$ cat config.mk
export PLATFORM = sky130hd
export DESIGN_NAME = inductor_track_error_estimator_flat
export DESIGN_NICKNAME = d
export VERILOG_FILES = /design/src/hdl/ite_pkg.sv /design/src/hdl/ite_in_if.sv /design/src/hdl/ite_out_if.sv /design/src/hdl/ite_div.sv /design/src/hdl/inductor_track_error_estimator.sv /design/src/flat_wrapper.sv
export SDC_FILE = /design/constraint.sdc
export NUM_CORES = 1
export LEC_CHECK = 0
export BUFFER_PORTS_ARGS = -buffer_cell sky130_fd_sc_hd__buf_2
export CAP_MARGIN = 20
export CORE_UTILIZATION = 45
export CTS_BUF_LIST = sky130_fd_sc_hd__clkbuf_16
export DETAILED_ROUTE_END_ITERATION = 8
export PLACE_DENSITY = 0.71
export SKIP_LAST_GASP = 1
export SYNTH_ARGS = -nofsm -noshare
export SYNTH_HDL_FRONTEND = slang
export SYNTH_SLANG_ARGS = --single-unit
$ cat constraint.sdc
create_clock -name i_clk -period 8.65 [get_ports i_clk]
set_input_delay 1.2975 -clock i_clk [delete_from_list [all_inputs] [get_ports i_clk]]
set_output_delay 1.2975 -clock i_clk [all_outputs]
set_load 0.02 [all_outputs]
$ cat src/hdl/ite_pkg.sv
`timescale 1ns / 1ps
`default_nettype none
// ----------------------------------------------------------------------------
// ite_pkg
// shared types, constants and codes of the inductor track error estimator
// ----------------------------------------------------------------------------
package ite_pkg;

    localparam int CHANNELS              = 4;
    localparam int DEFAULT_WINDOW_LENGTH = 5;
    localparam int SAMPLE_W              = 8;
    localparam int LEVEL_W               = 7;
    localparam int ERR_W                 = 8;
    localparam int DIV_W                 = 15;
    localparam int DVS_W                 = 8;
    localparam int DIV_CNT_W             = 4;
    localparam int PROD_W                = 16;
    localparam int ROOT_W                = 8;
    localparam int ACC_W                 = 15;
    localparam int CFG_IDX_W             = 4;
    localparam int CFG_DATA_W            = 8;

    typedef logic [SAMPLE_W-1:0]   t_sample;
    typedef logic [LEVEL_W-1:0]    t_level;
    typedef logic [DIV_W-1:0]      t_div_data;
    typedef logic [DVS_W-1:0]      t_divisor;
    typedef logic [DIV_CNT_W-1:0]  t_div_cnt;
    typedef logic [PROD_W-1:0]     t_prod;
    typedef logic [ROOT_W-1:0]     t_root;
    typedef logic [ACC_W-1:0]      t_acc;
    typedef logic [CFG_IDX_W-1:0]  t_cfg_idx;
    typedef logic [CFG_DATA_W-1:0] t_cfg_data;
    typedef logic [1:0]            t_chan;

    // level scale, thresholds of the bend rule, error gains and error limit
    localparam t_level LEVEL_TOP     = 7'd100;
    localparam t_level BEND_HIGH     = 7'd50;
    localparam t_level BEND_LOW      = 7'd30;
    localparam t_level BEND_LEFT_V   = 7'd22;
    localparam t_level BEND_RIGHT_V  = 7'd20;
    localparam t_sample GAIN_STRAIGHT = 8'd80;
    localparam t_sample GAIN_BEND     = 8'd100;
    localparam logic signed [ERR_W-1:0] ERR_LIMIT = 8'sd99;

    // register indexes
    localparam t_cfg_idx REG_LEFT_HORIZONTAL_MIN  = 4'd0;
    localparam t_cfg_idx REG_LEFT_VERTICAL_MIN    = 4'd1;
    localparam t_cfg_idx REG_RIGHT_VERTICAL_MIN   = 4'd2;
    localparam t_cfg_idx REG_RIGHT_HORIZONTAL_MIN = 4'd3;
    localparam t_cfg_idx REG_LEFT_HORIZONTAL_MAX  = 4'd4;
    localparam t_cfg_idx REG_LEFT_VERTICAL_MAX    = 4'd5;
    localparam t_cfg_idx REG_RIGHT_VERTICAL_MAX   = 4'd6;
    localparam t_cfg_idx REG_RIGHT_HORIZONTAL_MAX = 4'd7;

    localparam t_sample MIN_RESET [CHANNELS] = '{8'd4, 8'd1, 8'd0, 8'd4};
    localparam t_sample MAX_RESET [CHANNELS] = '{8'd232, 8'd235, 8'd235, 8'd234};

    typedef enum logic [3:0] {
        ST_IDLE,
        ST_AVG_GO,
        ST_NORM_MUL,
        ST_NORM_GO,
        ST_NORM_WAIT,
        ST_SQ_A,
        ST_SQ_B,
        ST_SQ_C,
        ST_SQRT_MUL,
        ST_SQRT_CMP,
        ST_ERR_MUL,
        ST_ERR_GO,
        ST_ERR_WAIT,
        ST_DONE
    } t_state;

    typedef struct packed {
        t_level                    left_horizontal_level;
        t_level                    left_vertical_level;
        t_level                    right_vertical_level;
        t_level                    right_horizontal_level;
        t_level                    left_magnitude;
        t_level                    right_magnitude;
        logic                      road_is_bend;
        logic signed [ERR_W-1:0]   steering_error;
    } t_result;

endpackage
`default_nettype wire

$ cat src/hdl/ite_in_if.sv
`timescale 1ns / 1ps
`default_nettype none
// ----------------------------------------------------------------------------
// ite_in_if
// sample channel: four raw inductor readings per beat
// ----------------------------------------------------------------------------
interface ite_in_if;
    logic             valid;
    logic             ready;
    ite_pkg::t_sample left_horizontal_sample;
    ite_pkg::t_sample left_vertical_sample;
    ite_pkg::t_sample right_vertical_sample;
    ite_pkg::t_sample right_horizontal_sample;

    modport source (
        output valid, left_horizontal_sample, left_vertical_sample,
               right_vertical_sample, right_horizontal_sample,
        input  ready
    );
    modport sink (
        input  valid, left_horizontal_sample, left_vertical_sample,
               right_vertical_sample, right_horizontal_sample,
        output ready
    );
endinterface
`default_nettype wire

$ cat src/hdl/ite_out_if.sv
`timescale 1ns / 1ps
`default_nettype none
// ----------------------------------------------------------------------------
// ite_out_if
// result channel: levels, magnitudes, road class and steering error
// ----------------------------------------------------------------------------
interface ite_out_if;
    logic                    valid;
    logic                    ready;
    ite_pkg::t_level         left_horizontal_level;
    ite_pkg::t_level         left_vertical_level;
    ite_pkg::t_level         right_vertical_level;
    ite_pkg::t_level         right_horizontal_level;
    ite_pkg::t_level         left_magnitude;
    ite_pkg::t_level         right_magnitude;
    logic                    road_is_bend;
    logic signed [7:0]       steering_error;

    modport source (
        output valid, left_horizontal_level, left_vertical_level,
               right_vertical_level, right_horizontal_level,
               left_magnitude, right_magnitude, road_is_bend, steering_error,
        input  ready
    );
    modport sink (
        input  valid, left_horizontal_level, left_vertical_level,
               right_vertical_level, right_horizontal_level,
               left_magnitude, right_magnitude, road_is_bend, steering_error,
        output ready
    );
endinterface
`default_nettype wire

$ cat src/hdl/ite_div.sv
`timescale 1ns / 1ps
`default_nettype none
// ----------------------------------------------------------------------------
// ite_div
// restoring unsigned divider, one quotient bit per cycle
// ----------------------------------------------------------------------------
module ite_div (
    input  wire                  i_clk,
    input  wire                  i_rst_n,
    input  wire                  i_start,
    input  ite_pkg::t_div_data   i_dividend,
    input  ite_pkg::t_divisor    i_divisor,
    output logic                 o_busy,
    output logic                 o_done,
    output ite_pkg::t_div_data   o_quotient
);

    logic                r_busy;
    logic                r_done;
    ite_pkg::t_div_cnt   r_cnt;
    ite_pkg::t_div_data  r_quo;
    ite_pkg::t_divisor   r_rem;
    ite_pkg::t_divisor   r_dvs;

    logic [ite_pkg::DVS_W:0] trial;
    logic [ite_pkg::DVS_W:0] diff;
    logic                    fits;
    ite_pkg::t_divisor       n_rem;
    ite_pkg::t_div_data      n_quo;

    always_comb begin
        trial = {r_rem, r_quo[ite_pkg::DIV_W-1]};
        diff  = trial - {1'b0, r_dvs};
        fits  = (trial >= {1'b0, r_dvs});
        n_rem = fits ? diff[ite_pkg::DVS_W-1:0] : trial[ite_pkg::DVS_W-1:0];
        n_quo = {r_quo[ite_pkg::DIV_W-2:0], fits};
    end

    always_ff @(posedge i_clk) begin
        if (!i_rst_n) begin
            r_busy <= 1'b0;
            r_done <= 1'b0;
            r_cnt  <= '0;
        end else begin
            r_done <= 1'b0;
            if (i_start) begin
                r_busy <= 1'b1;
                r_cnt  <= ite_pkg::t_div_cnt'(ite_pkg::DIV_W - 1);
            end else if (r_busy) begin
                if (r_cnt == '0) begin
                    r_busy <= 1'b0;
                    r_done <= 1'b1;
                end else begin
                    r_cnt <= r_cnt - 1'b1;
                end
            end
        end
    end

    // datapath, no reset needed
    always_ff @(posedge i_clk) begin
        if (i_start) begin
            r_quo <= i_dividend;
            r_rem <= '0;
            r_dvs <= i_divisor;
        end else if (r_busy) begin
            r_quo <= n_quo;
            r_rem <= n_rem;
        end
    end

    assign o_busy     = r_busy;
    assign o_done     = r_done;
    assign o_quotient = r_quo;

endmodule
`default_nettype wire

$ cat src/hdl/inductor_track_error_estimator.sv
`timescale 1ns / 1ps
`default_nettype none
// ----------------------------------------------------------------------------
// inductor_track_error_estimator
// difference-over-sum track position from four inductor readings
// ----------------------------------------------------------------------------
// usage:
//   i_in carries one beat of four raw 8-bit inductor samples; o_out returns
//   one beat per input beat with four normalized levels (0..100), the left
//   and right magnitudes, the bend flag and the signed steering error.
//   the user writes calibration min/max registers through i_cfg_we/index/data
//   while the block is idle, which is not enforced; indexes above 7 are ignored.
// timing:
//   the next beat is taken only after the result has been loaded into the
//   output register and the sequencer is back in idle. the shared
//   1-bit-per-cycle divider (up to five divides) and the 8-step square root,
//   run twice on the shared 8x8 multiplier, set the time per beat; window
//   averages use a reciprocal multiply. a channel at or below its min, or
//   with a zero max, skips its divide. i_in.ready is high only in idle.
// reset:
//   synchronous, active low; sample windows clear to zero (zeros count in
//   the first averages) and calibration registers take their defaults.
// stall:
//   the result sits in an output register; the next beat may be accepted
//   and worked on while it waits, and the sequencer holds its new result
//   until the old one has been taken.
// ----------------------------------------------------------------------------
module inductor_track_error_estimator #(
    parameter int WINDOW_LENGTH = ite_pkg::DEFAULT_WINDOW_LENGTH
) (
    input  wire                 i_clk,
    input  wire                 i_rst_n,
    ite_in_if.sink              i_in,
    ite_out_if.source           o_out,
    input  wire                 i_cfg_we,
    input  ite_pkg::t_cfg_idx   i_cfg_index,
    input  ite_pkg::t_cfg_data  i_cfg_data
);

    localparam int TAP_N = WINDOW_LENGTH - 1;
    localparam int SUM_W = $clog2(WINDOW_LENGTH * 255 + 1);
    localparam ite_pkg::t_chan LAST_CH = ite_pkg::t_chan'(ite_pkg::CHANNELS - 1);

    // average = (sum * AVG_RECIP) >> AVG_SHIFT, exact for every window sum
    // since sum * rounding error stays below 2^AVG_SHIFT
    localparam int AVG_SHIFT  = 17;
    localparam int AVG_RECIP  = (2 ** AVG_SHIFT + WINDOW_LENGTH - 1) / WINDOW_LENGTH;
    localparam int AVG_PROD_W = SUM_W + AVG_SHIFT;

    // sequencer
    ite_pkg::t_state r_state, n_state;
    ite_pkg::t_chan  r_ch, n_ch;
    logic            r_side, n_side;
    logic [2:0]      r_bit, n_bit;

    // sliding windows: previous samples plus their running sum
    ite_pkg::t_sample   r_tap [ite_pkg::CHANNELS][TAP_N];
    logic [SUM_W-1:0]   r_sum [ite_pkg::CHANNELS];
    logic [SUM_W-1:0]   r_tot [ite_pkg::CHANNELS];
    ite_pkg::t_sample   samp  [ite_pkg::CHANNELS];

    // calibration
    ite_pkg::t_sample   r_min [ite_pkg::CHANNELS];
    ite_pkg::t_sample   r_max [ite_pkg::CHANNELS];

    // working registers
    ite_pkg::t_sample   r_avg, n_avg;
    ite_pkg::t_prod     r_prod;
    ite_pkg::t_acc      r_acc, n_acc;
    ite_pkg::t_root     r_root, n_root;
    ite_pkg::t_level    r_lvl [ite_pkg::CHANNELS];
    ite_pkg::t_level    n_lvl [ite_pkg::CHANNELS];
    ite_pkg::t_level    r_mag [2];
    ite_pkg::t_level    n_mag [2];
    logic               r_bend, n_bend;
    logic signed [ite_pkg::ERR_W-1:0] r_err, n_err;

    // output register
    ite_pkg::t_result   r_res, n_res;
    logic               r_out_valid, n_out_valid;

    // shared units
    ite_pkg::t_sample   mul_a, mul_b;
    logic               div_start;
    ite_pkg::t_div_data div_dividend;
    ite_pkg::t_divisor  div_divisor;
    logic               div_busy;
    logic               div_done;
    ite_pkg::t_div_data div_q;

    // helpers
    logic               in_acc;
    logic               out_acc;
    logic               out_free;
    logic [AVG_PROD_W-1:0] avg_prod;
    ite_pkg::t_sample   cur_min;
    ite_pkg::t_sample   cur_max;
    logic               below;
    logic               max_zero;
    ite_pkg::t_level    norm_lvl;
    ite_pkg::t_root     trial;
    ite_pkg::t_root     root_new;
    ite_pkg::t_level    sq_h;
    ite_pkg::t_level    sq_v;
    ite_pkg::t_level    mag_l;
    ite_pkg::t_level    mag_r;
    logic               l_ge;
    ite_pkg::t_level    mag_diff;
    logic               bend;
    ite_pkg::t_sample   err_q;

    assign in_acc   = i_in.valid && i_in.ready;
    assign out_acc  = r_out_valid && o_out.ready;
    assign out_free = !r_out_valid || o_out.ready;

    assign samp[0] = i_in.left_horizontal_sample;
    assign samp[1] = i_in.left_vertical_sample;
    assign samp[2] = i_in.right_vertical_sample;
    assign samp[3] = i_in.right_horizontal_sample;

    // ------------------------------------------------------------------
    // shared divider
    // ------------------------------------------------------------------
    ite_div u_div (
        .i_clk      (i_clk),
        .i_rst_n    (i_rst_n),
        .i_start    (div_start),
        .i_dividend (div_dividend),
        .i_divisor  (div_divisor),
        .o_busy     (div_busy),
        .o_done     (div_done),
        .o_quotient (div_q)
    );

    // ------------------------------------------------------------------
    // sample windows: the sum for this beat is the running sum plus the
    // new sample; the oldest tap drops out of the running sum
    // ------------------------------------------------------------------
    always_ff @(posedge i_clk) begin
        if (!i_rst_n) begin
            for (int c = 0; c < ite_pkg::CHANNELS; c++) begin
                r_sum[c] <= '0;
                for (int k = 0; k < TAP_N; k++) begin
                    r_tap[c][k] <= '0;
                end
            end
        end else if (in_acc) begin
            for (int c = 0; c < ite_pkg::CHANNELS; c++) begin
                r_sum[c] <= r_sum[c] + SUM_W'(samp[c]) - SUM_W'(r_tap[c][0]);
                for (int k = 0; k < TAP_N - 1; k++) begin
                    r_tap[c][k] <= r_tap[c][k+1];
                end
                r_tap[c][TAP_N-1] <= samp[c];
            end
        end
    end

    always_ff @(posedge i_clk) begin
        if (in_acc) begin
            for (int c = 0; c < ite_pkg::CHANNELS; c++) begin
                r_tot[c] <= r_sum[c] + SUM_W'(samp[c]);
            end
        end
    end

    // ------------------------------------------------------------------
    // calibration registers
    // ------------------------------------------------------------------
    always_ff @(posedge i_clk) begin
        if (!i_rst_n) begin
            r_min <= ite_pkg::MIN_RESET;
            r_max <= ite_pkg::MAX_RESET;
        end else if (i_cfg_we) begin
            unique case (i_cfg_index)
                ite_pkg::REG_LEFT_HORIZONTAL_MIN:  r_min[0] <= i_cfg_data;
                ite_pkg::REG_LEFT_VERTICAL_MIN:    r_min[1] <= i_cfg_data;
                ite_pkg::REG_RIGHT_VERTICAL_MIN:   r_min[2] <= i_cfg_data;
                ite_pkg::REG_RIGHT_HORIZONTAL_MIN: r_min[3] <= i_cfg_data;
                ite_pkg::REG_LEFT_HORIZONTAL_MAX:  r_max[0] <= i_cfg_data;
                ite_pkg::REG_LEFT_VERTICAL_MAX:    r_max[1] <= i_cfg_data;
                ite_pkg::REG_RIGHT_VERTICAL_MAX:   r_max[2] <= i_cfg_data;
                ite_pkg::REG_RIGHT_HORIZONTAL_MAX: r_max[3] <= i_cfg_data;
                default: ; // unmapped index, write dropped
            endcase
        end
    end

    // ------------------------------------------------------------------
    // datapath helpers
    // ------------------------------------------------------------------
    always_comb begin
        // window average of the current channel
        avg_prod = AVG_PROD_W'(r_tot[r_ch]) * AVG_PROD_W'(AVG_RECIP);

        cur_min  = r_min[r_ch];
        cur_max  = r_max[r_ch];
        below    = (r_avg <= cur_min);
        max_zero = (cur_max == '0);
        // normalized level, clamped at the top of the scale
        norm_lvl = (div_q > ite_pkg::t_div_data'(ite_pkg::LEVEL_TOP))
                   ? ite_pkg::LEVEL_TOP : div_q[ite_pkg::LEVEL_W-1:0];

        // one bit of the root per compare
        trial    = r_root | (ite_pkg::t_root'(1) << r_bit);
        root_new = (r_prod <= ite_pkg::t_prod'(r_acc)) ? trial : r_root;

        // left side uses levels 0/1, right side 2/3
        sq_h = r_side ? r_lvl[3] : r_lvl[0];
        sq_v = r_side ? r_lvl[2] : r_lvl[1];

        mag_l    = r_mag[0];
        mag_r    = r_mag[1];
        l_ge     = (mag_l >= mag_r);
        mag_diff = l_ge ? (mag_l - mag_r) : (mag_r - mag_l);

        bend = (r_lvl[0] > ite_pkg::BEND_HIGH && r_lvl[3] < ite_pkg::BEND_LOW &&
                r_lvl[1] > ite_pkg::BEND_LEFT_V) ||
               (r_lvl[0] < ite_pkg::BEND_LOW && r_lvl[3] > ite_pkg::BEND_HIGH &&
                r_lvl[2] > ite_pkg::BEND_RIGHT_V);

        // error magnitude never reaches the gain, so 8 bits hold it
        err_q = div_q[ite_pkg::SAMPLE_W-1:0];
    end

    // ------------------------------------------------------------------
    // next state
    // ------------------------------------------------------------------
    always_comb begin
        n_state = r_state;
        unique case (r_state)
            ite_pkg::ST_IDLE: begin
                if (in_acc) n_state = ite_pkg::ST_AVG_GO;
            end
            ite_pkg::ST_AVG_GO:   n_state = ite_pkg::ST_NORM_MUL;
            ite_pkg::ST_NORM_MUL: begin
                if (below || max_zero) begin
                    n_state = (r_ch == LAST_CH) ? ite_pkg::ST_SQ_A : ite_pkg::ST_AVG_GO;
                end else begin
                    n_state = ite_pkg::ST_NORM_GO;
                end
            end
            ite_pkg::ST_NORM_GO:   n_state = ite_pkg::ST_NORM_WAIT;
            ite_pkg::ST_NORM_WAIT: begin
                if (div_done) begin
                    n_state = (r_ch == LAST_CH) ? ite_pkg::ST_SQ_A : ite_pkg::ST_AVG_GO;
                end
            end
            ite_pkg::ST_SQ_A:     n_state = ite_pkg::ST_SQ_B;
            ite_pkg::ST_SQ_B:     n_state = ite_pkg::ST_SQ_C;
            ite_pkg::ST_SQ_C:     n_state = ite_pkg::ST_SQRT_MUL;
            ite_pkg::ST_SQRT_MUL: n_state = ite_pkg::ST_SQRT_CMP;
            ite_pkg::ST_SQRT_CMP: begin
                if (r_bit == '0) begin
                    n_state = r_side ? ite_pkg::ST_ERR_MUL : ite_pkg::ST_SQ_A;
                end else begin
                    n_state = ite_pkg::ST_SQRT_MUL;
                end
            end
            ite_pkg::ST_ERR_MUL:  n_state = ite_pkg::ST_ERR_GO;
            ite_pkg::ST_ERR_GO:   n_state = ite_pkg::ST_ERR_WAIT;
            ite_pkg::ST_ERR_WAIT: begin
                if (div_done) n_state = ite_pkg::ST_DONE;
            end
            ite_pkg::ST_DONE: begin
                if (out_free) n_state = ite_pkg::ST_IDLE;
            end
            default: n_state = ite_pkg::ST_IDLE;
        endcase
    end

    // ------------------------------------------------------------------
    // datapath control per state
    // ------------------------------------------------------------------
    always_comb begin
        n_ch         = r_ch;
        n_side       = r_side;
        n_bit        = r_bit;
        n_avg        = r_avg;
        n_acc        = r_acc;
        n_root       = r_root;
        n_lvl        = r_lvl;
        n_mag        = r_mag;
        n_bend       = r_bend;
        n_err        = r_err;
        n_res        = r_res;
        n_out_valid  = out_acc ? 1'b0 : r_out_valid;
        mul_a        = '0;
        mul_b        = '0;
        div_start    = 1'b0;
        div_dividend = '0;
        div_divisor  = '0;

        unique case (r_state)
            ite_pkg::ST_IDLE: begin
                if (in_acc) n_ch = '0;
            end
            ite_pkg::ST_AVG_GO: begin
                // an average of 8-bit samples fits 8 bits
                n_avg = avg_prod[AVG_SHIFT +: ite_pkg::SAMPLE_W];
            end
            ite_pkg::ST_NORM_MUL: begin
                mul_a = r_avg - cur_min;
                mul_b = ite_pkg::t_sample'(ite_pkg::LEVEL_TOP);
                if (below) begin
                    n_lvl[r_ch] = '0;
                    n_ch        = r_ch + 1'b1;
                end else if (max_zero) begin
                    n_lvl[r_ch] = ite_pkg::LEVEL_TOP;
                    n_ch        = r_ch + 1'b1;
                end
                n_side = 1'b0;
            end
            ite_pkg::ST_NORM_GO: begin
                div_start    = 1'b1;
                div_dividend = r_prod[ite_pkg::DIV_W-1:0];
                div_divisor  = cur_max;
            end
            ite_pkg::ST_NORM_WAIT: begin
                if (div_done) begin
                    n_lvl[r_ch] = norm_lvl;
                    n_ch        = r_ch + 1'b1;
                end
            end
            ite_pkg::ST_SQ_A: begin
                mul_a = ite_pkg::t_sample'(sq_h);
                mul_b = ite_pkg::t_sample'(sq_h);
            end
            ite_pkg::ST_SQ_B: begin
                n_acc = ite_pkg::t_acc'(r_prod);
                mul_a = ite_pkg::t_sample'(sq_v);
                mul_b = ite_pkg::t_sample'(sq_v);
            end
            ite_pkg::ST_SQ_C: begin
                n_acc  = r_acc + ite_pkg::t_acc'(r_prod);
                n_root = '0;
                n_bit  = 3'd7;
            end
            ite_pkg::ST_SQRT_MUL: begin
                mul_a = trial;
                mul_b = trial;
            end
            ite_pkg::ST_SQRT_CMP: begin
                n_root = root_new;
                if (r_bit == '0) begin
                    n_mag[r_side] = (root_new > ite_pkg::t_root'(ite_pkg::LEVEL_TOP))
                                    ? ite_pkg::LEVEL_TOP
                                    : root_new[ite_pkg::LEVEL_W-1:0];
                    n_side = 1'b1;
                end else begin
                    n_bit = r_bit - 1'b1;
                end
            end
            ite_pkg::ST_ERR_MUL: begin
                mul_a  = ite_pkg::t_sample'(mag_diff);
                mul_b  = bend ? ite_pkg::GAIN_BEND : ite_pkg::GAIN_STRAIGHT;
                n_bend = bend;
            end
            ite_pkg::ST_ERR_GO: begin
                div_start    = 1'b1;
                div_dividend = r_prod[ite_pkg::DIV_W-1:0];
                div_divisor  = ite_pkg::t_divisor'(mag_l) + ite_pkg::t_divisor'(mag_r)
                               + ite_pkg::t_divisor'(1);
            end
            ite_pkg::ST_ERR_WAIT: begin
                if (div_done) n_err = l_ge ? $signed(err_q) : -$signed(err_q);
            end
            ite_pkg::ST_DONE: begin
                if (out_free) begin
                    n_res.left_horizontal_level  = r_lvl[0];
                    n_res.left_vertical_level    = r_lvl[1];
                    n_res.right_vertical_level   = r_lvl[2];
                    n_res.right_horizontal_level = r_lvl[3];
                    n_res.left_magnitude         = r_mag[0];
                    n_res.right_magnitude        = r_mag[1];
                    n_res.road_is_bend           = r_bend;
                    n_res.steering_error         = r_err;
                    n_out_valid                  = 1'b1;
                end
            end
            default: ;
        endcase
    end

    // ------------------------------------------------------------------
    // registers
    // ------------------------------------------------------------------
    always_ff @(posedge i_clk) begin
        if (!i_rst_n) begin
            r_state     <= ite_pkg::ST_IDLE;
            r_ch        <= '0;
            r_side      <= 1'b0;
            r_bit       <= '0;
            r_out_valid <= 1'b0;
        end else begin
            r_state     <= n_state;
            r_ch        <= n_ch;
            r_side      <= n_side;
            r_bit       <= n_bit;
            r_out_valid <= n_out_valid;
        end
    end

    // shared multiplier, registered product
    always_ff @(posedge i_clk) begin
        r_prod <= ite_pkg::t_prod'(mul_a) * ite_pkg::t_prod'(mul_b);
        r_avg  <= n_avg;
        r_acc  <= n_acc;
        r_root <= n_root;
        r_lvl  <= n_lvl;
        r_mag  <= n_mag;
        r_bend <= n_bend;
        r_err  <= n_err;
        r_res  <= n_res;
    end

    // ------------------------------------------------------------------
    // ports
    // ------------------------------------------------------------------
    assign i_in.ready                   = (r_state == ite_pkg::ST_IDLE);
    assign o_out.valid                  = r_out_valid;
    assign o_out.left_horizontal_level  = r_res.left_horizontal_level;
    assign o_out.left_vertical_level    = r_res.left_vertical_level;
    assign o_out.right_vertical_level   = r_res.right_vertical_level;
    assign o_out.right_horizontal_level = r_res.right_horizontal_level;
    assign o_out.left_magnitude         = r_res.left_magnitude;
    assign o_out.right_magnitude        = r_res.right_magnitude;
    assign o_out.road_is_bend           = r_res.road_is_bend;
    assign o_out.steering_error         = r_res.steering_error;

`ifndef SYNTHESIS
    // divider is never restarted mid-division
    a_div_idle_on_start: assert property (@(posedge i_clk) disable iff (!i_rst_n)
        div_start |-> !div_busy)
        else $error("divider started while busy");

    // an accepted beat starts with the first channel's average
    a_accept_starts: assert property (@(posedge i_clk) disable iff (!i_rst_n)
        in_acc |=> (r_state == ite_pkg::ST_AVG_GO && r_ch == '0))
        else $error("accept did not start the channel sweep");

    // magnitudes stay on the level scale
    a_mag_range: assert property (@(posedge i_clk) disable iff (!i_rst_n)
        r_out_valid |-> (r_res.left_magnitude <= ite_pkg::LEVEL_TOP &&
                         r_res.right_magnitude <= ite_pkg::LEVEL_TOP))
        else $error("magnitude above level scale");

    // error stays within plus or minus ERR_LIMIT
    a_err_range: assert property (@(posedge i_clk) disable iff (!i_rst_n)
        r_out_valid |-> (r_res.steering_error <= ite_pkg::ERR_LIMIT &&
                         r_res.steering_error >= -ite_pkg::ERR_LIMIT))
        else $error("steering error out of range");

    // a finished beat with a free output register is shown next cycle
    a_done_loads: assert property (@(posedge i_clk) disable iff (!i_rst_n)
        (r_state == ite_pkg::ST_DONE && !r_out_valid)
        |=> (r_out_valid && r_state == ite_pkg::ST_IDLE))
        else $error("finished result not loaded");
`endif

endmodule
`default_nettype wire
$ cat src/flat_wrapper.sv
// flat-port wrapper written by rule: the top's interface ports become plain ports
module inductor_track_error_estimator_flat 
#(
    parameter int WINDOW_LENGTH = ite_pkg::DEFAULT_WINDOW_LENGTH
)
  (i_clk, i_rst_n, i_cfg_we, i_cfg_index, i_cfg_data, i_in_valid, i_in_left_horizontal_sample, i_in_left_vertical_sample, i_in_right_vertical_sample, i_in_right_horizontal_sample, i_in_ready, o_out_valid, o_out_left_horizontal_level, o_out_left_vertical_level, o_out_right_vertical_level, o_out_right_horizontal_level, o_out_left_magnitude, o_out_right_magnitude, o_out_road_is_bend, o_out_steering_error, o_out_ready);
  ite_in_if i_in_i ();
  ite_out_if o_out_i ();
  input  wire i_clk;
  input  wire i_rst_n;
  input  wire i_cfg_we;
  input  ite_pkg::t_cfg_idx i_cfg_index;
  input  ite_pkg::t_cfg_data i_cfg_data;
  input wire logic [$bits(i_in_i.valid)-1:0] i_in_valid;
  input wire logic [$bits(i_in_i.left_horizontal_sample)-1:0] i_in_left_horizontal_sample;
  input wire logic [$bits(i_in_i.left_vertical_sample)-1:0] i_in_left_vertical_sample;
  input wire logic [$bits(i_in_i.right_vertical_sample)-1:0] i_in_right_vertical_sample;
  input wire logic [$bits(i_in_i.right_horizontal_sample)-1:0] i_in_right_horizontal_sample;
  output wire logic [$bits(i_in_i.ready)-1:0] i_in_ready;
  output wire logic [$bits(o_out_i.valid)-1:0] o_out_valid;
  output wire logic [$bits(o_out_i.left_horizontal_level)-1:0] o_out_left_horizontal_level;
  output wire logic [$bits(o_out_i.left_vertical_level)-1:0] o_out_left_vertical_level;
  output wire logic [$bits(o_out_i.right_vertical_level)-1:0] o_out_right_vertical_level;
  output wire logic [$bits(o_out_i.right_horizontal_level)-1:0] o_out_right_horizontal_level;
  output wire logic [$bits(o_out_i.left_magnitude)-1:0] o_out_left_magnitude;
  output wire logic [$bits(o_out_i.right_magnitude)-1:0] o_out_right_magnitude;
  output wire logic [$bits(o_out_i.road_is_bend)-1:0] o_out_road_is_bend;
  output wire logic [$bits(o_out_i.steering_error)-1:0] o_out_steering_error;
  input wire logic [$bits(o_out_i.ready)-1:0] o_out_ready;
  assign i_in_i.valid = i_in_valid;
  assign i_in_i.left_horizontal_sample = i_in_left_horizontal_sample;
  assign i_in_i.left_vertical_sample = i_in_left_vertical_sample;
  assign i_in_i.right_vertical_sample = i_in_right_vertical_sample;
  assign i_in_i.right_horizontal_sample = i_in_right_horizontal_sample;
  assign i_in_ready = i_in_i.ready;
  assign o_out_valid = o_out_i.valid;
  assign o_out_left_horizontal_level = o_out_i.left_horizontal_level;
  assign o_out_left_vertical_level = o_out_i.left_vertical_level;
  assign o_out_right_vertical_level = o_out_i.right_vertical_level;
  assign o_out_right_horizontal_level = o_out_i.right_horizontal_level;
  assign o_out_left_magnitude = o_out_i.left_magnitude;
  assign o_out_right_magnitude = o_out_i.right_magnitude;
  assign o_out_road_is_bend = o_out_i.road_is_bend;
  assign o_out_steering_error = o_out_i.steering_error;
  assign o_out_i.ready = o_out_ready;
  inductor_track_error_estimator #(.WINDOW_LENGTH(WINDOW_LENGTH)) u_core (.i_clk(i_clk), .i_rst_n(i_rst_n), .i_in(i_in_i), .o_out(o_out_i), .i_cfg_we(i_cfg_we), .i_cfg_index(i_cfg_index), .i_cfg_data(i_cfg_data));
endmodule
== Word level (Yosys, flattened, before mapping) ==
Memory sizes are Yosys's and may differ from the RTL's. A register that Yosys moved wholly into a read port is not among the register bits.
Index checks and enable logic that the tools add are counted.

* Register bits after elaboration: 261
* Bits in writable memories: 216
* Input port bits: 49
* Output and inout port bits: 53
* Word-level logic and storage cells: 274
* Memories kept: 3

* Add/sub/neg operators: 19
* Multipliers: 2
* $lt $le $gt $ge: 16
* Eq/ne operators: 29
* Shift-type cells: 1
* Muxes and demuxes: 89
* Bitwise gates (word level): 31
* Reduce and logical (&&, ||, !) cells: 44

{| class="wikitable"
|+ Memories
! memory !! depth !! bits a word !! read ports !! clocked after Yosys merged registers in !! wr ports !! RTL line !! text
|-
| u_core.r_tap || 4 || 32 || 4 || 0 || 4 || inductor_track_error_estimator.sv:57 || <nowiki>ite_pkg::t_sample r_tap [ite_pkg::CHANNELS][TAP_N];</nowiki>
|-
| u_core.r_sum || 4 || 11 || 4 || 0 || 4 || inductor_track_error_estimator.sv:58 || <nowiki>logic [SUM_W-1:0] r_sum [ite_pkg::CHANNELS];</nowiki>
|-
| u_core.r_tot || 4 || 11 || 1 || 1 || 4 || inductor_track_error_estimator.sv:59 || <nowiki>logic [SUM_W-1:0] r_tot [ite_pkg::CHANNELS];</nowiki>
|}

{| class="wikitable"
|+ Operators by type and width
! cell !! count
|-
| $mux 8 || 23
|-
| $mux 28 || 3
|-
| $pmux 8 s5 || 2
|-
| $pmux 28 s2 || 1
|-
| $pmux 4 s14 || 1
|-
| $mux 7 || 7
|-
| $mux 15 || 3
|-
| $add 11x8->11 || 4
|-
| $mux 11 || 4
|-
| $sub 11x8->11 || 4
|-
| $mux 4 || 10
|-
| $bmux 8 s2 || 2
|-
| $eq 4x3->1 const B || 8
|-
| $pmux 8 s2 || 2
|-
| $pmux 15 s2 || 1
|-
| $reduce_and 2->1 || 15
|-
| $and 28x28->28 || 1
|-
| $bwmux 28 || 1
|-
| $not 28->28 || 1
|-
| $mul 11x15->25 const B || 1
|-
| $eq 4x4->1 const B || 6
|-
| $or 1x1->1 || 20
|-
| $and 16x16->16 || 1
|-
| $eq 4x2->1 const B || 4
|-
| 57 further kinds || 106
|}

== Logic depth before layout (Yosys ltp) ==
Gate-level depths: netlist (run 1).

* Depth in word-level cells: 10
* Depth in mapped cells: 28
* Depth with buffers taken out: 26

== Cells and area by module ==
A second synthesis (run 1) with hierarchy kept.

* Cell total of the unflattened synthesis: 2573
* Area total of the unflattened synthesis: 28665.0 um^2

{| class="wikitable"
|+ By module, submodules not included
! module !! times used !! cells an instance !! area each (um^2) !! sequential area each (um^2)
|-
| inductor_track_error_estimator || 1 || 2408 || 26748.2 || 12341.8
|-
| ite_div || 1 || 165 || 1916.8 || 970.9
|}

== Least setup slack after synthesis (run 1) ==
OpenSTA, ideal clock, no wires.

* Kind: input to register
* Start: input port i_in_valid
* End: memory u_core.r_sum[0][0] (netlist name), enable pin
* Setup time: 0.562 ns
* Arrival: 6.100 ns
* Required time: 8.088 ns
* Setup slack: 1.988 ns
* Stages on the path: 4
* Buffers on the path: 2
* Cell sequence: and3_1 > clkbuf_1 > clkbuf_1 > nand2b_1

{| class="wikitable"
|+ RTL lines
! what !! RTL line !! text
|-
| start: declaration || flat_wrapper.sv:14 || <nowiki>input wire logic [$bits(i_in_i.valid)-1:0] i_in_valid;</nowiki>
|-
| end: declaration || inductor_track_error_estimator.sv:58 ||
|}

== Worst setup path in the final report (run 1) ==
* Start: register u_core.r_ch[1]
* End: register u_core.r_prod[12]

* Word-level cells in the longest chain between the ends: 7

{| class="wikitable"
|+ Ends and longest elaborated chain
! what !! RTL line !! text
|-
| start: declaration || inductor_track_error_estimator.sv:52 || <nowiki>ite_pkg::t_chan r_ch, n_ch;</nowiki>
|-
| start signal: assignment || inductor_track_error_estimator.sv:396 || <nowiki>r_ch <= n_ch;</nowiki>
|-
| $not 2->3 (not written as such) || inductor_track_error_estimator.sv:195 || <nowiki>cur_min = r_min[r_ch];</nowiki>
|-
| $bmux 8 s2 || inductor_track_error_estimator.sv:195 ||
|-
| $mux 8 (not written as such) (2 in a row) || inductor_track_error_estimator.sv:195 ||
|-
| $sub 8x8->8 || inductor_track_error_estimator.sv:302 || <nowiki>mul_a = r_avg - cur_min;</nowiki>
|-
| $pmux 8 s5 || inductor_track_error_estimator.sv:293 || <nowiki>unique case (r_state)</nowiki>
|-
| $mul 8x8->16 || inductor_track_error_estimator.sv:405 || <nowiki>r_prod <= ite_pkg::t_prod'(mul_a) * ite_pkg::t_prod'(mul_b);</nowiki>
|-
| end signal: assignment || inductor_track_error_estimator.sv:405 ||
|-
| end: declaration || inductor_track_error_estimator.sv:68 || <nowiki>ite_pkg::t_prod r_prod;</nowiki>
|}

No other way between the ends. The select of a mux whose other input is x is not followed.
A chain may end at the register's enable or synchronous reset.

==> flow_summary_export.csv, run 1 <==
group,metric,value,unit
sta,worstMarginPinSlew,1.09,ns
drt,drc_errors,0,
grt,antenna_found_initial,1,
drt,wire_per_inst,18.3,um
sta,rsz0062_at_grt,"no",
critical_path,cp_max_fo,20,
cts,cts.sinks,479,
yosys,synth.ff_latch_count,479,
floorplan,die_h,256,um
sta,slew_headroom,27.3,%
final_layout,drive_above_1_share,9.60,%
sta,hold_violations,0,
drt,vias,19900,
final_layout,area_growth,10.7,%
placed_design,routabilityCongestion,0.960,
critical_path,worstSetupStartpointType,"flop",
sta,fmax,140,MHz
final_layout,final_nets,3092,
yosys,yosysSeqAreaShare,46.0,%
floorplan,initial_core_util,45.7,%
grt,grt_max_degree,115,
cts,cts_buffers,51,
critical_path,critPathSlowestCell,"dfxtp_1",
cts,clock-root-buffer,"clkbuf_16",
cts,postCtsSetupBuffers,0,
drt,drt-total-wl,65600,um
run_status,status,"finished, final reports clean",
power,ir_worst_vdd,543,uV
drt,ant_nets,0,
yosys,async_flop_share,0,%
floorplan,core,63300,sq um
yosys,avgSynthCellArea,11.0,sq um
cts,cts_resized,0,
cts,htreeDepth,2,
drt,drtPass1Iterations,7,
sta,timing.final.crit_share,82.4,%
critical_path,crit_top_cell,"fa_1",
yosys,synth.distinct_cells,78,
min_path,hp-class,"flop to flop",
critical_path,cp.arrival,7.67,ns
placed_design,dp_cells,3497,
final_layout,stdcell_count,3595,
yosys,synth_top_area_cell,"edfxtp_1",
placed_design,dp_hpwl,49100,um
yosys,syn-num-nets,3024,
grt,grt.overflow.total,0,
flow_run,max_cap_viol_count,0,
yosys,netlist_instances,2638,
sta,slew_violations,0,
final_layout,nFillCells,5588,
yosys,synth_top_area_share,38.6,%
critical_path,crit_chain,"mux4_2 -> ha_1 -> inv_1 -> fa_1 -> a211o_1 -> a21oi_1 -> o21bai_1 -> xor2_1 -> a221oi_2 -> nor2_1 -> fa_1 -> fa_1 -> fa_1 -> inv_1 -> fa_1 -> inv_1 -> ha_1 -> nor3_1 -> o211ai_1 -> a31oi_1 -> nor2b_1 -> o21ai_0 -> nor2b_1 -> xnor2_1",
sta,fin_setup_tns,0,ns
final_layout,ff_latch_area,13300,sq um
drt,vias_per_cell,5.52,
floorplan,dieArea,65300,sq um
cts,cts_hold_buf,0,
critical_path,reg2reg_slack,1.52,ns
cts,clockBufferDepth,3,
sta,setup_viol,0,
yosys,yosys-top-cells-area,"edfxtp_1 39%, ha_1 11%, dfxtp_1 7.4%",
yosys,yosys_warnings,0,
power,p_leak,13.5,nW
yosys,ys_dominant_reg_cell,"edfxtp_1",
grt,grt_pass1_vias,19900,
cts,clock_latency,0.64,ns
cts,clk_pin_slew,0.06,ns
floorplan,die_x,256,um
grt,grtUsageTotal,20.1,%
floorplan,fp-row-count,92,
grt,grt_pass1_wl,106000,um
final_layout,diodes,0,
floorplan,num_io_pins,102,
critical_path,crit_type,"flop to flop",
sta,period_needed,7.13,ns
critical_path,critPathMaxStageDelay,0.94,ns
critical_path,endpoint_kind,"flop",
placed_design,place.port_buffers,101,
final_layout,multiInputGateArea,14300,sq um
cts,cts_tree,"done",
power,p_per_area,394,nW/um^2
critical_path,cp.required,9.20,ns
sta,finalClockSkew,0.0526,ns
yosys,synth_edf_count,372,
yosys,syn-cell-area,28900,sq um
drt,drtIter0Drc,1299,
-- kinds of logic after synthesis --
kind of cell,Yosys count,share of synthesized area [%]
AO/OA/AOI/OAI,420,9.62
buffers and inverters,344,4.50
multiplexers,111,5.03
flip-flops,479,46.0
XOR/XNOR,107,3.24
AND/OR/NAND/NOR,840,14.6
adder cells (fa/ha/maj),337,17.0
-- power breakdown --
| part | switching, mW | internal, mW |
|---|---|---|
| Combinational | 4.05 | 3.01 |
| Clock | 0.952 | 1.29 |
| Sequential | 0.198 | 3.11 |
-- layout by cell type, fill, tap and decap left out, types with 8 or more instances in the layout --
master     count
nand2_1      187
nand3b_1       9
nor2_1       206
nor3_1        50
edfxtp_1     372
xor2_1        28
buf_2        101
o21bai_1       9
nand4_1       17
nor4_1        10
mux2i_1       80
fa_1          92
buf_4         16
a211oi_1      22
o21ai_0      110
inv_1        254
o41ai_1       13
o211ai_1      14
mux4_2        27
a21o_1        20
clkbuf_16     54
or3_1          9
or2_2         13
and2_1        20
a21oi_1       99
nand3_1       50
dfxtp_1      107
nor2b_1       64
xnor2_1       79
ha_1         245
a41oi_1        8
and3_1       145
o31ai_1        8
a31oi_1       14
nand2b_1      22
a21boi_0      15
o21a_1        22
-- flip-flops by register name, indices dropped and copies added, names as in the netlist, 8 cells and up, named ones only --
signal and count:
u_core.r_tap 128, u_core.r_sum 44, u_core.r_tot 44, u_core.r_max 32
u_core.r_min 32, u_core.r_lvl 16, u_core.r_prod 16, u_core.r_acc 15
u_core.u_div.o_quotient 15, u_core.o_out.steering_error 8, u_core.r_avg 8, u_core.r_err 8
u_core.r_root 8, u_core.u_div.r_dvs 8, u_core.u_div.r_rem 8
-- metrics by stage --
stage | power [mW] | setup WS [ns] | util [%] | hold slack [ns] | cell area (sq um)
4_1_cts | 12.7 | 1.55 | 50.5 | 0.418 | 32000
6_report | 12.6 | 1.52 | 50.5 | 0.415 | 32000
3_3_place_gp | 10.1 | 1.78 | 47.7 | 0.403 | 30200
5_1_grt | 13.8 | 1.11 | 50.5 | 0.422 | 32000
2_1_floorplan | 8.72 | 1.99 | - | 0.400 | 28900
3_5_place_dp | 10.4 | 1.50 | 47.7 | 0.405 | 30200
-- synthesized netlist by cell type (all sizes together) (51+ instances only) --
master,n
a21oi,99
and3,146
nand2,188
fa,92
o21ai,116
xnor2,79
dfxtp,107
mux2i,80
nor3,51
nor2b,65
inv,241
ha,245
nor2,209
edfxtp,372
clkbuf,86
-- worst max-delay path, delay by kind of cell, from the launching register on --
family	cells	cell delay [ns]
adders and majority gates	7	2.89
AOI/OAI and AO/OA	7	1.86
DFF	1	0.94
and+or+nand+nor	4	0.60
muxes	1	0.37
xor gates and xnor gates	2	0.29
buffers and inverters	3	0.14
-- per-layer routing --
layer	track usage, %	routed length, um
met1	25.3	27800
met2	35.9	33200
met3	2.51	2770
met4	6.22	1840
met5	0	0
-- final timing paths --
check                              start                                        to  cells past startpoint
min reg2reg    u_core.r_err[6]$_DFFE_PP_  u_core.o_out.steering_error[6]$_DFFE_PP_                      0
min            u_core.r_err[6]$_DFFE_PP_  u_core.o_out.steering_error[6]$_DFFE_PP_                      0
max reg2reg  u_core.r_ch[1]$_SDFFE_PN0P_                 u_core.r_prod[12]$_DFF_P_                     24
max          u_core.r_ch[1]$_SDFFE_PN0P_                 u_core.r_prod[12]$_DFF_P_                     24
-- final cells by class --
class	instances	area share, %
clock inverter	42	1.29
tap	846	3.31
clock buffer	54	4.22
inverter	241	2.83
sequential	479	41.6
timing repair buffer	118	1.98
multi-input combinational	1815	44.8
Power figures use the tool's default switching activity.
==> run 2, diff against run 1 <==
==> constraint.sdc (replaced) <==
create_clock -name i_clk -period 6.95 [get_ports i_clk]
set_input_delay 1.0425 -clock i_clk [delete_from_list [all_inputs] [get_ports i_clk]]
set_output_delay 1.0425 -clock i_clk [all_outputs]
set_load 0.02 [all_outputs]
==> run 2 against run 1 <==
Critical endpoint unchanged. Worst setup slack worse by 1.1 ns. Clock power up 16%. Sequential share of layout area about the same. Via count down 0.15%. Highest routed layer unchanged. Clock skew down 0.025 ns. Die area unchanged. Wire length up 0.11%.
==> flow_summary_export.csv, run 2 (synthesis results as in run 1) <==
group,metric,value,unit
sta,slew_headroom,27.4,%
drt,ant_nets,0,
drt,vias_per_cell,5.48,
critical_path,crit_type,"flop to flop",
cts,clk_pin_slew,0.06,ns
sta,fin_setup_tns,0,ns
critical_path,critPathMaxStageDelay,0.55,ns
critical_path,crit_top_cell,"inv_1",
critical_path,worstSetupStartpointType,"flop",
final_layout,diodes,0,
sta,fmax,153,MHz
min_path,holdPathStages,0,
cts,clock_latency,0.61,ns
drt,met1Wirelength,28900,um
drt,drtPass1Iterations,5,
min_path,hp-class,"flop to flop",
placed_design,place.port_buffers,101,
power,p_leak,13.6,nW
final_layout,regMostFlops,"u_core.r_tap",
placed_design,dp_hpwl,48500,um
final_layout,area_growth,10.8,%
flow_run,max_cap_viol_count,0,
critical_path,critPathSlowestCell,"mux4_2",
critical_path,cp.required,7.49,ns
final_layout,layout_common_cells,"372 x edfxtp_1, 259 x inv_1, 245 x ha_1",
grt,antenna_found_initial,0,
sta,finalClockSkew,0.0271,ns
final_layout,drive_above_1_share,10.5,%
floorplan,dieArea,65300,sq um
final_layout,largestRegisters,"u_core.r_tap: 128 flops, u_core.r_sum: 44 flops, u_core.r_tot: 44 flops",
grt,grt_pass1_vias,20100,
drt,wire_per_inst,18.2,um
placed_design,routabilityCongestion,0.925,
drt,drt-total-wl,65700,um
final_layout,largest_register_ffs,128,
final_layout,final_common_cell,"edfxtp_1",
drt,vias,19800,
run_status,status,"finished, final reports clean",
cts,clock-root-buffer,"clkbuf_16",
cts,cts_buffers,52,
sta,rsz0062_at_grt,"no",
cts,cts_tree,"done",
sta,timing.final.crit_share,93.9,%
grt,grt_pass1_wl,106000,um
floorplan,initial_core_util,45.7,%
placed_design,dp_cells,3517,
floorplan,die_h,256,um
sta,setup_viol,0,
final_layout,stdcell_count,3617,
floorplan,num_io_pins,102,
sta,setup_slack,0.426,ns
drt,wl_met2,32700,um
floorplan,fp-row-count,92,
critical_path,endpoint_kind,"flop",
floorplan,die_x,256,um
sta,worstMarginPinSlew,1.09,ns
floorplan,core,63300,sq um
critical_path,cpLargestDelayFamily,"adder cells",
cts,cts.sinks,479,
placed_design,postPlaceCellArea,30400,sq um
critical_path,worst-path-stages,26,
drt,top_layer,"met4",
sta,slew_violations,0,
grt,grtUsageTotal,20.0,%
cts,clockBufferDepth,3,
critical_path,cp.arrival,7.06,ns
final_layout,final_cell_area,32000,sq um
drt,drc_errors,0,
drt,met3_length,2380,um
critical_path,r2r.worst_path.cells,26,
drt,drtIter0Drc,1374,
grt,grt_max_degree,173,
final_layout,final_nets,3114,
cts,cts_hold_buf,0,
grt,grt.overflow.total,0,
placed_design,pre_cts_ws,0.110,ns
cts,htreeDepth,2,
power,p_per_area,485,nW/um^2
sta,period_needed,6.52,ns
sta,hold_violations,0,
critical_path,critPathBufInv,5,
power,ir_worst_vdd,512,uV
critical_path,cp_max_fo,10,
final_layout,final_core_util,50.6,%
-- run 2: worst paths after layout --
check	startpoint	endpoint	slack [ns]
max reg2reg	u_core.r_ch[0]$_SDFFE_PN0P_	u_core.r_prod[12]$_DFF_P_	0.43
min	u_core.r_err[1]$_DFFE_PP_	u_core.o_out.steering_error[1]$_DFFE_PP_	0.42
min reg2reg	u_core.r_err[1]$_DFFE_PP_	u_core.o_out.steering_error[1]$_DFFE_PP_	0.42
max	u_core.r_ch[0]$_SDFFE_PN0P_	u_core.r_prod[12]$_DFF_P_	0.43
-- run 2: layer usage --
metal  global-route usage [%]  vias to the layer above
met5                        0                        -
met4                     6.12                        0
met3                     2.16                      107
met2                     35.2                      428
met1                     25.9                     9702
li1                         -                     9589
-- run 2: power by group --
group / internal (mW) / switching, mW
combinational: 3.78 / 5.05
sequential: 3.87 / 0.233
clock: 1.45 / 1.16
-- run 2: metrics by stage --
step           hold WS, ns  power (mW)
6_report             0.422        15.5
2_1_floorplan        0.400        10.9
3_3_place_gp         0.405        12.6
3_5_place_dp         0.408        12.9
5_1_grt              0.412        17.0
4_1_cts              0.417        15.6
-- run 2: cell type report --
class                   count  area, sq um
multi-input cells        1815        14300
fillers                  5534        31300
inverters                 241          905
repair buffers            139          803
well taps                 846         1060
flip-flops and latches    479        13300
clock inverters            45          305
clock buffers              52         1300
-- run 2: worst reg2reg max path: stages (launching register included) --
cell and delay [ns]:
dfxtp_2 0.50, mux4_2 0.55, inv_1 0.12, ha_1 0.25, nor2b_1 0.13, o21ai_0 0.28
a21boi_2 0.14, mux2i_2 0.28, nand4_1 0.14, mux2i_1 0.28, nor3_1 0.11, fa_1 0.49
inv_1 0.05, fa_1 0.49, inv_1 0.06, fa_1 0.53, inv_1 0.05, fa_1 0.52
inv_1 0.04, ha_1 0.24, nor3_1 0.22, o211ai_1 0.13, a31oi_1 0.27, nor2b_1 0.08
o21ai_0 0.19, nor2b_1 0.18, xnor2_1 0.12
-- run 2: what timing repair did --
item,in CTS,in global routing
resized for setup,0,6
endpoints found under the hold margin,0,0
setup buffers,0,2
endpoints found under the setup margin,0,5
==> run 3, diff against run 2 <==
--- a/config.mk
+++ b/config.mk
@@ -7,6 +7,7 @@
 export LEC_CHECK = 0
 export BUFFER_PORTS_ARGS = -buffer_cell sky130_fd_sc_hd__buf_2
 export CAP_MARGIN = 20
+export CORE_MARGIN = 10
 export CORE_UTILIZATION = 45
 export CTS_BUF_LIST = sky130_fd_sc_hd__clkbuf_16
 export DETAILED_ROUTE_END_ITERATION = 8
==> run 3 against run 2 <==
Clock-buffer cell count is 2 higher. First-iteration DRC count grew 20%. Via count rose by 1.2%. Register-to-register slack about the same. Non-clock buffer count decreased by 2. Utilization rose by 0.061 points. Combinational power grew 2%. Worst setup slack lost 0.010 ns. Die area rose by 15%. Highest routed layer unchanged. Largest cell class unchanged. Sequential share of layout area shrank 0.050 points. Hold slack worse by 0.0055 ns.
==> flow_summary_export.csv, run 3 (synthesis results as in run 1) <==
group,metric,value,unit
grt,grtUsageTotal,17.7,%
power,seq_power_share,26.1,%
final_layout,drive_above_1_share,10.4,%
critical_path,cp.arrival,7.07,ns
run_status,status,"finished, final reports clean",
cts,clock-root-buffer,"clkbuf_16",
drt,vias,20100,
critical_path,cp_max_fo,7,
power,p_leak,13.6,nW
critical_path,crit_type,"flop to flop",
power,ir_worst_vdd,739,uV
floorplan,fp-row-count,92,
grt,antenna_found_initial,1,
floorplan,dieArea,74800,sq um
final_layout,largestRegisters,"u_core.r_tap: 128 flops, u_core.r_sum: 44 flops, u_core.r_tot: 44 flops",
sta,hold_violations,0,
grt,grt_pass1_vias,20200,
sta,period_needed,6.53,ns
min_path,hp-class,"flop to flop",
cts,clk_pin_slew,0.06,ns
drt,vias_per_cell,5.55,
drt,ant_nets,0,
power,clkPwrFrac,16.8,%
sta,finalClockSkew,0.0151,ns
power,intPower,9.16,mW
sta,worstMarginPinSlew,1.07,ns
grt,met3_usage,2.89,%
cts,clock_latency,0.61,ns
grt,grt_util_met2,30.6,%
sta,rsz0062_at_grt,"no",
floorplan,num_io_pins,102,
sta,timing.final.crit_share,94.0,%
critical_path,endpoint_kind,"flop",
drt,drc_errors,0,
grt,grt.busiest_layer,"met2",
final_layout,largest_register_ffs,128,
placed_design,postPlaceCellArea,30400,sq um
final_layout,layout_common_cells,"372 x edfxtp_1, 259 x inv_1, 245 x ha_1",
cts,clockBufferDepth,3,
sta,slew_headroom,28.9,%
cts,htreeDepth,2,
power,combPwrFrac,57.2,%
final_layout,final_cell_area,32100,sq um
floorplan,core,63300,sq um
placed_design,dp_hpwl,50000,um
floorplan,initial_core_util,45.7,%
final_layout,final_common_cell,"edfxtp_1",
grt,met1_usage,22.3,%
grt,grt.overflow.total,0,
drt,drtPass1Iterations,5,
drt,drt-total-wl,67400,um
final_layout,area_growth,10.9,%
power,power.switching,6.59,mW
sta,fmax,153,MHz
placed_design,routabilityCongestion,0.863,
power,p_per_area,491,nW/um^2
flow_run,max_cap_viol_count,0,
floorplan,die_x,274,um
power,switching_share,41.8,%
critical_path,worstSetupStartpointType,"flop",
cts,cts_hold_buf,0,
final_layout,final_nets,3113,
cts,cts.sinks,479,
critical_path,cp.required,7.49,ns
cts,cts_buffers,53,
sta,setup_viol,0,
grt,grt_max_degree,130,
final_layout,regMostFlops,"u_core.r_tap",
floorplan,die_h,274,um
final_layout,diodes,0,
sta,slew_violations,0,
final_layout,final_core_util,50.7,%
drt,drtIter0Drc,1655,
placed_design,place.port_buffers,101,
drt,wire_per_inst,18.6,um
grt,grt_pass1_wl,108000,um
cts,cts_tree,"done",
sta,fin_setup_tns,0,ns
## run 3: final cells by class
type / count / area (sq um)
fill: 5518 / 31200
timing repair buffer: 137 / 792
sequential: 479 / 13300
inverter: 241 / 905
clock inverter: 46 / 285
multi-input combinational: 1815 / 14400
clock buffer: 54 / 1350
tap: 846 / 1060
## run 3: per-layer routing
metal	up-vias	routed length (um)
met5	-	0
met4	0	1880
met3	102	3490
met2	521	33200
met1	9843	28800
li1	9607	-
## run 3: worst paths after layout
check                                   start                                        to  slack [ns]  cells after the start
setup / recovery  u_core.r_ch[0]$_SDFFE_PN0P_                 u_core.r_prod[13]$_DFF_P_        0.42                     26
hold reg to reg     u_core.r_err[7]$_DFFE_PP_  u_core.o_out.steering_error[7]$_DFFE_PP_        0.42                      0
setup reg to reg  u_core.r_ch[0]$_SDFFE_PN0P_                 u_core.r_prod[13]$_DFF_P_        0.42                     26
hold / removal      u_core.r_err[7]$_DFFE_PP_  u_core.o_out.steering_error[7]$_DFFE_PP_        0.42                      0
## run 3: worst max-delay path, stage by stage, from the launching register on
cell	delay (ns)
dfxtp_2	0.45
mux4_2	0.53
inv_1	0.12
ha_1	0.25
nor2b_1	0.13
o21ai_0	0.27
a21boi_2	0.15
mux2i_2	0.30
nand4_1	0.17
mux2i_2	0.27
nor3_1	0.11
fa_1	0.48
inv_1	0.05
fa_1	0.48
inv_1	0.06
fa_1	0.53
inv_1	0.06
fa_1	0.53
inv_1	0.04
ha_1	0.33
o21a_1	0.12
o31a_1	0.13
o211ai_1	0.18
nand2_1	0.10
a41oi_1	0.28
nor2b_1	0.23
xnor2_1	0.13
## run 3: power groups by stage
stage	Sequential, mW	Clock [mW]	Combinational [mW]
6_report	4.11	2.64	9.00
3_5_place_dp	4.16	0	8.97
5_1_grt	4.15	2.81	10.4
4_1_cts	4.11	2.69	9.08
2_1_floorplan	4.07	0	6.78
3_3_place_gp	4.14	0	8.60
## run 3: stage by stage
| step | hold WS, ns | instances | setup slack, ns | power, mW |
|---|---|---|---|---|
| 2_1_floorplan | 0.400 | 2638 | 0.320 | 10.9 |
| 3_3_place_gp | 0.404 | 3512 | 0.226 | 12.7 |
| 3_5_place_dp | 0.406 | 3512 | 0.0384 | 13.1 |
| 4_1_cts | 0.419 | 3612 | 0.0255 | 15.9 |
| 5_1_grt | 0.429 | 3618 | 0.0216 | 17.3 |
| 6_report | 0.417 | 3618 | 0.416 | 15.7 |
## run 3: what timing repair did
item / CTS / global route
buffers inserted: 0 / 5
endpoints found under the setup margin: 0 / 5
gates resized for setup: 0 / 10
